File: src/sv/mmt_pkg.sv
`default_nettype none
// ----------------------------------------------------------------------------
// mmt_pkg
// Shared types and constants for the int8 systolic matmul tile.
// ----------------------------------------------------------------------------
package mmt_pkg;

	localparam int ACC_W  = 48;
	localparam int NARROW = 24;
	localparam int KLEN_W = 16;
	localparam int IDX_W  = 3;
	localparam int OUT_W  = 56;
	localparam int IN_W   = 128;
	localparam int VEC_W  = 64;

	localparam logic [KLEN_W-1:0] KLEN_RESET = 16'd768;

	typedef logic [ACC_W-1:0] acc_t;

	typedef enum logic {
		CFG_K_LENGTH    = 1'b0,
		CFG_PACKED_MODE = 1'b1
	} cfg_reg_t;

	typedef struct packed {
		logic step;
		logic packed_mode;
		logic clear;
	} cell_ctrl_t;

endpackage

`default_nettype wire

File: src/sv/mmt_cell.sv
`default_nettype none
// ----------------------------------------------------------------------------
// mmt_cell
// One output-stationary accumulator cell: plain 8x8 MAC or packed 8x4 dual MAC.
// ----------------------------------------------------------------------------
module mmt_cell
	import mmt_pkg::*;
(
	input  wire logic       clk,
	input  wire logic       arst_n,
	input  wire cell_ctrl_t ctrl,
	input  wire logic [7:0] a_byte,
	input  wire logic [7:0] b_byte,
	output acc_t            acc
);

	acc_t               acc_q;
	logic signed [7:0]  a_s;
	logic signed [7:0]  b_s;
	logic signed [17:0] pb_s;
	logic signed [24:0] pk;
	logic signed [15:0] pl;
	logic [NARROW-1:0]  plain_sum;
	acc_t               packed_sum;

	always_comb begin
		a_s        = $signed(a_byte);
		b_s        = $signed(b_byte);
		pb_s       = $signed({b_byte[7], b_byte[7:4], 9'd0, b_byte[3:0]});
		pk         = a_s * pb_s;
		pl         = a_s * b_s;
		plain_sum  = acc_q[NARROW-1:0] + {{(NARROW-16){pl[15]}}, pl};
		packed_sum = acc_q + {12'd0, pk[24:13], 12'd0, pk[11:0]};
	end

	always_ff @(posedge clk or negedge arst_n) begin
		if (!arst_n) begin
			acc_q <= '0;
		end else if (ctrl.clear) begin
			acc_q <= '0;
		end else if (ctrl.step) begin
			if (ctrl.packed_mode) begin
				acc_q <= packed_sum;
			end else begin
				acc_q <= {{(ACC_W-NARROW){1'b0}}, plain_sum};
			end
		end
	end

	assign acc = acc_q;

endmodule

`default_nettype wire

File: config.mk
export PLATFORM = sky130hd
export DESIGN_NAME = mmt_cell
export DESIGN_NICKNAME = d
export VERILOG_FILES = /design/src/sv/mmt_pkg.sv /design/src/sv/mmt_cell.sv
export SDC_FILE = /design/constraint.sdc
export NUM_CORES = 1
export LEC_CHECK = 0
export ABC_AREA = 1
export BUFFER_PORTS_ARGS = -buffer_cell sky130_fd_sc_hd__buf_2
export CORE_MARGIN = 2
export CORE_UTILIZATION = 62
export DETAILED_ROUTE_END_ITERATION = 8
export PLACE_DENSITY = 0.81
export SLEW_MARGIN = 20
export SYNTH_ARGS = -nofsm -noshare
export SYNTH_HDL_FRONTEND = slang
export SYNTH_SLANG_ARGS = --single-unit
File: constraint.sdc
create_clock -name clk -period 5.51 [get_ports clk]
set_clock_uncertainty 0.2 [all_clocks]
set_input_delay 1.3775 -clock clk [delete_from_list [all_inputs] [get_ports clk]]
set_output_delay 1.3775 -clock clk [all_outputs]
set_load 0.005 [all_outputs]
==> impl_metrics.json, run 1 <==
{
  "place_area_um2": 14700,
  "syn_inst": 1736,
  "cts_max_path_buffers": 2,
  "grt_pass1_wl_um": 127000,
  "die_h_um": 141,
  "start_util": 0.626,
  "place.gp.congestion": 1.01,
  "cts-root-buf": "clkbuf_16",
  "synth_top_flop_cell": "dfrtp_1",
  "grt-ovfl-total": 1434,
  "ys_async_sr_fraction": 1.00,
  "numCtsBuffers": 5,
  "hpwl_um": 34100,
  "lastStage": "5_1_grt",
  "yosysSeqAreaShare": 0.104,
  "cts_hold_buf": 0,
  "htree_levels": 2,
  "grt_max_degree": 49,
  "status": "stopped before the end",
  "yosysUniqueCellTypes": 54,
  "ys_warn_count": 0,
  "io-pin-count": 69,
  "synth_edf_count": 0,
  "port_buffers": 68,
  "numClockSinks": 48,
  "syn_area_um2": 11600,
  "grt_usage": 0.874,
  "first_global_vias": 19100,
  "num_rows": 50,
  "yosys_register_bits": 48,
  "error_line": "[ERROR GRT-0116] Global routing finished with congestion. Check the congestion regions in the DRC Viewer.",
  "post_synth.cell_area_avg_um2": 6.68,
  "fp.dieW_um": 141,
  "synthesis.nets": 1998
}
-- timing repair --
item | 4_1_cts
endpoints found under the setup margin | 42
buffers inserted | 58
endpoints found under the hold margin | 0
pin swaps | 232
gates resized for setup | 436
-- cell families after synthesis --
group                      Yosys count  synth area share
AOI/OAI and AO/OA                  219             0.109
xor gates and xnor gates            49            0.0370
adders and majority gates          241             0.327
buffers and inverters              399             0.129
DFF                                 48             0.104
and+or+nand+nor                    780             0.294
-- per-stage QoR --
step	hold WS, ps	setup WS, ps	std cells	utilization
after global placement	298	-1570	2281	0.795
after CTS	329	-1040	2344	0.929
after detailed placement	313	-1700	2281	0.795
after floorplan	298	-979	1736	-
-- cells in the mapped netlist (10+ instances only) --
cell type	number	area, µm²
nand2_1	437	1640
inv_1	360	1350
ha_1	138	1730
nor2_1	129	484
nand3_1	123	616
fa_1	103	2060
a21oi_1	88	440
o21ai_0	51	255
dfrtp_1	48	1200
xor2_1	28	245
o21ai_1	25	125
clkbuf_1	24	90.1
nand4_1	22	138
xnor2_1	21	184
nand2_2	14	87.6
a21o_1	10	75.1
-- metal layers --
layer	GRT overflow	track usage
met4	252	0.758
met1	382	0.890
met2	631	1.06
met5	6	0.491
met3	163	0.730
==> run 2, diff against run 1 <==
- CORE_UTILIZATION: 62 -> 40
- PLACE_DENSITY: 0.81 -> default
- PLACE_DENSITY_LB_ADDON: default -> 0.15
==> impl_metrics.json, run 2 <==
{
  "end_kind": "register",
  "route.detailed.drc": 0,
  "layout-drive-gt1-share": 0.477,
  "synth_top_cell_by_area": "fa_1",
  "slowest_stage": "fa_1",
  "ys_top_cells_by_area": "fa_1, ha_1, nand2_1",
  "violations": "setup timing",
  "detail_route.vias_per_cell": 5.01,
  "synthesis.nets": 1998,
  "grt-ovfl-total": 0,
  "cts_tree": "built",
  "cpPeakStageDelay_ps": 530,
  "crit_arrival_ps": 6570,
  "routed_wl_um": 41100,
  "maxSlewHeadroom": 0.308,
  "yosysUniqueCellTypes": 54,
  "cts_max_path_buffers": 2,
  "io-pin-count": 69,
  "first_global_vias": 12900,
  "coreArea_um2": 28600,
  "post-route-period-util": 1.19,
  "synthTopCellsByCount": "nand2_1, inv_1, ha_1",
  "setup_violations": 41,
  "yosysSeqAreaShare": 0.104,
  "status": "finished, violations left",
  "drtAntennaViolNets": 0,
  "fp.dieW_um": 174,
  "yosys.area.top_type_share": 0.178,
  "clkTransAtPathRegs_ps": 70,
  "final_common_cell": "nand2_1",
  "start_util": 0.405,
  "cp.required_ps": 5500,
  "path_class": "input port to register",
  "crit_top_cell": "inv_1",
  "drv_cap": 0,
  "worst_pin_slew_ps": 1040,
  "max_freq_mhz": 152,
  "clk_latency_ps": 310,
  "synth_top_flop_cell": "dfrtp_1",
  "drt_iter0_drc": 666,
  "ys_async_sr_fraction": 1.00,
  "postLayoutSetupSlackWorst_ps": -1070,
  "die_h_um": 174,
  "syn2layout_area_growth_pct": 63.4,
  "synth_edf_count": 0,
  "numCtsBuffers": 5,
  "dpl_worst_slack_ps": -1750,
  "syn_inst": 1736,
  "final_nets": 2418,
  "yosys_register_bits": 48,
  "ys_warn_count": 0,
  "final_cell_mix": "nand2_1, inv_1, buf_4, fa_1, nand2_2",
  "numClockSinks": 48,
  "drtPass1Iterations": 5,
  "grt_max_degree": 49,
  "hpwl_um": 31600,
  "grt_antenna_before_repair": 0,
  "port_buffers": 68,
  "min-delay-path-class": "register to register",
  "grt_pass1_wl_um": 65300,
  "n_antenna_cell": 0,
  "slew_violations": 0,
  "avgRoutedWirePerCell_um": 16.2,
  "tns_ps": -33420,
  "finalHoldViolations": 0,
  "vias": 12700,
  "num_rows": 62,
  "post_synth.cell_area_avg_um2": 6.68,
  "synthMostInstantiatedCell": "nand2_1",
  "place.gp.congestion": 0.913,
  "fin_crit_ps": 6580,
  "grt_usage": 0.265,
  "syn_area_um2": 11600,
  "die_area_um2": 30400,
  "setup.worst_path.start_class": "input port",
  "rsz0062_at_grt": "true",
  "cts-root-buf": "clkbuf_16",
  "path_max_fanout": 4,
  "largest_reg_flops": 48,
  "htree_levels": 2
}
[run 2: cell counts after synthesis]
No cell type changed its count.
[run 2: final cells by class]
class	instances	area (µm²)
Clock buffer	8	146
Fill cell	2337	9680
Inverter	371	1440
Multi-Input combinational cell	1289	12100
Sequential cell	48	1200
Tap cell	384	480
Timing Repair Buffer	441	3600
[run 2: routing by layer]
metal	share of wire	vias to the layer above	GRT usage
met5	0	-	0
met4	0.022	0	0.0574
met3	0.039	61	0.0265
met2	0.47	265	0.439
met1	0.47	6090	0.375
li1	-	6307	-
[run 2: path summary, 6_finish.rpt]
check | slack [ps] | cells after the start | startpoint | end
max | -1070 | 31 | b_byte[4] | acc[18]$_DFFE_PN0P_
min | 360 | 2 | acc[46]$_DFFE_PN0P_ | acc[46]$_DFFE_PN0P_
max reg2reg | 2540 | 15 | acc[0]$_DFFE_PN0P_ | acc[22]$_DFFE_PN0P_
min reg2reg | 360 | 2 | acc[46]$_DFFE_PN0P_ | acc[46]$_DFFE_PN0P_
max in group asynchronous | 3640 | 2 | arst_n | acc[19]$_DFFE_PN0P_
min in group asynchronous | 1000 | 2 | arst_n | acc[30]$_DFFE_PN0P_
[run 2: kinds of logic after synthesis]
logic type               after synthesis  synth area share
buffers and inverters                399             0.129
AND/OR/NAND/NOR                      780             0.294
flip-flops                            48             0.104
XOR/XNOR                              49            0.0370
adder cells (fa/ha/maj)              241             0.327
AO/OA/AOI/OAI                        219             0.109
[run 2: through the flow]
stage                     instance area (µm²)  hold WS (ps)   util  cells
after CTS                               17100           340  0.597   2501
after global placement                  15000           307  0.525   2449
after floorplan                         12200           298      -   1736
after detailed placement                15000           324  0.525   2449
after global routing                    18900           398  0.662   2541
final                                   18900           357  0.662   2541
[run 2: repair_timing]
| item | 4_1_cts | 5_1_grt |
|---|---|---|
| hold buffers | 0 | 0 |
| gates cloned | 1 | 0 |
| resized for setup | 347 | 381 |
| setup endpoints to repair | 42 | 42 |
| pin swaps | 191 | 268 |
| buffers inserted | 46 | 42 |
[run 2: worst max-delay path, delay by kind of cell]
family,cells,cell delay [ps]
AND/OR/NAND/NOR,11,1130
buffers and inverters,8,750
XOR/XNOR,1,250
AO/OA/AOI/OAI,5,530
adder cells (fa/ha/maj),6,2530
Power of run 2 is not shown: default switching activity piles up to over one toggle a cycle in this logic, so the estimate is an artifact.
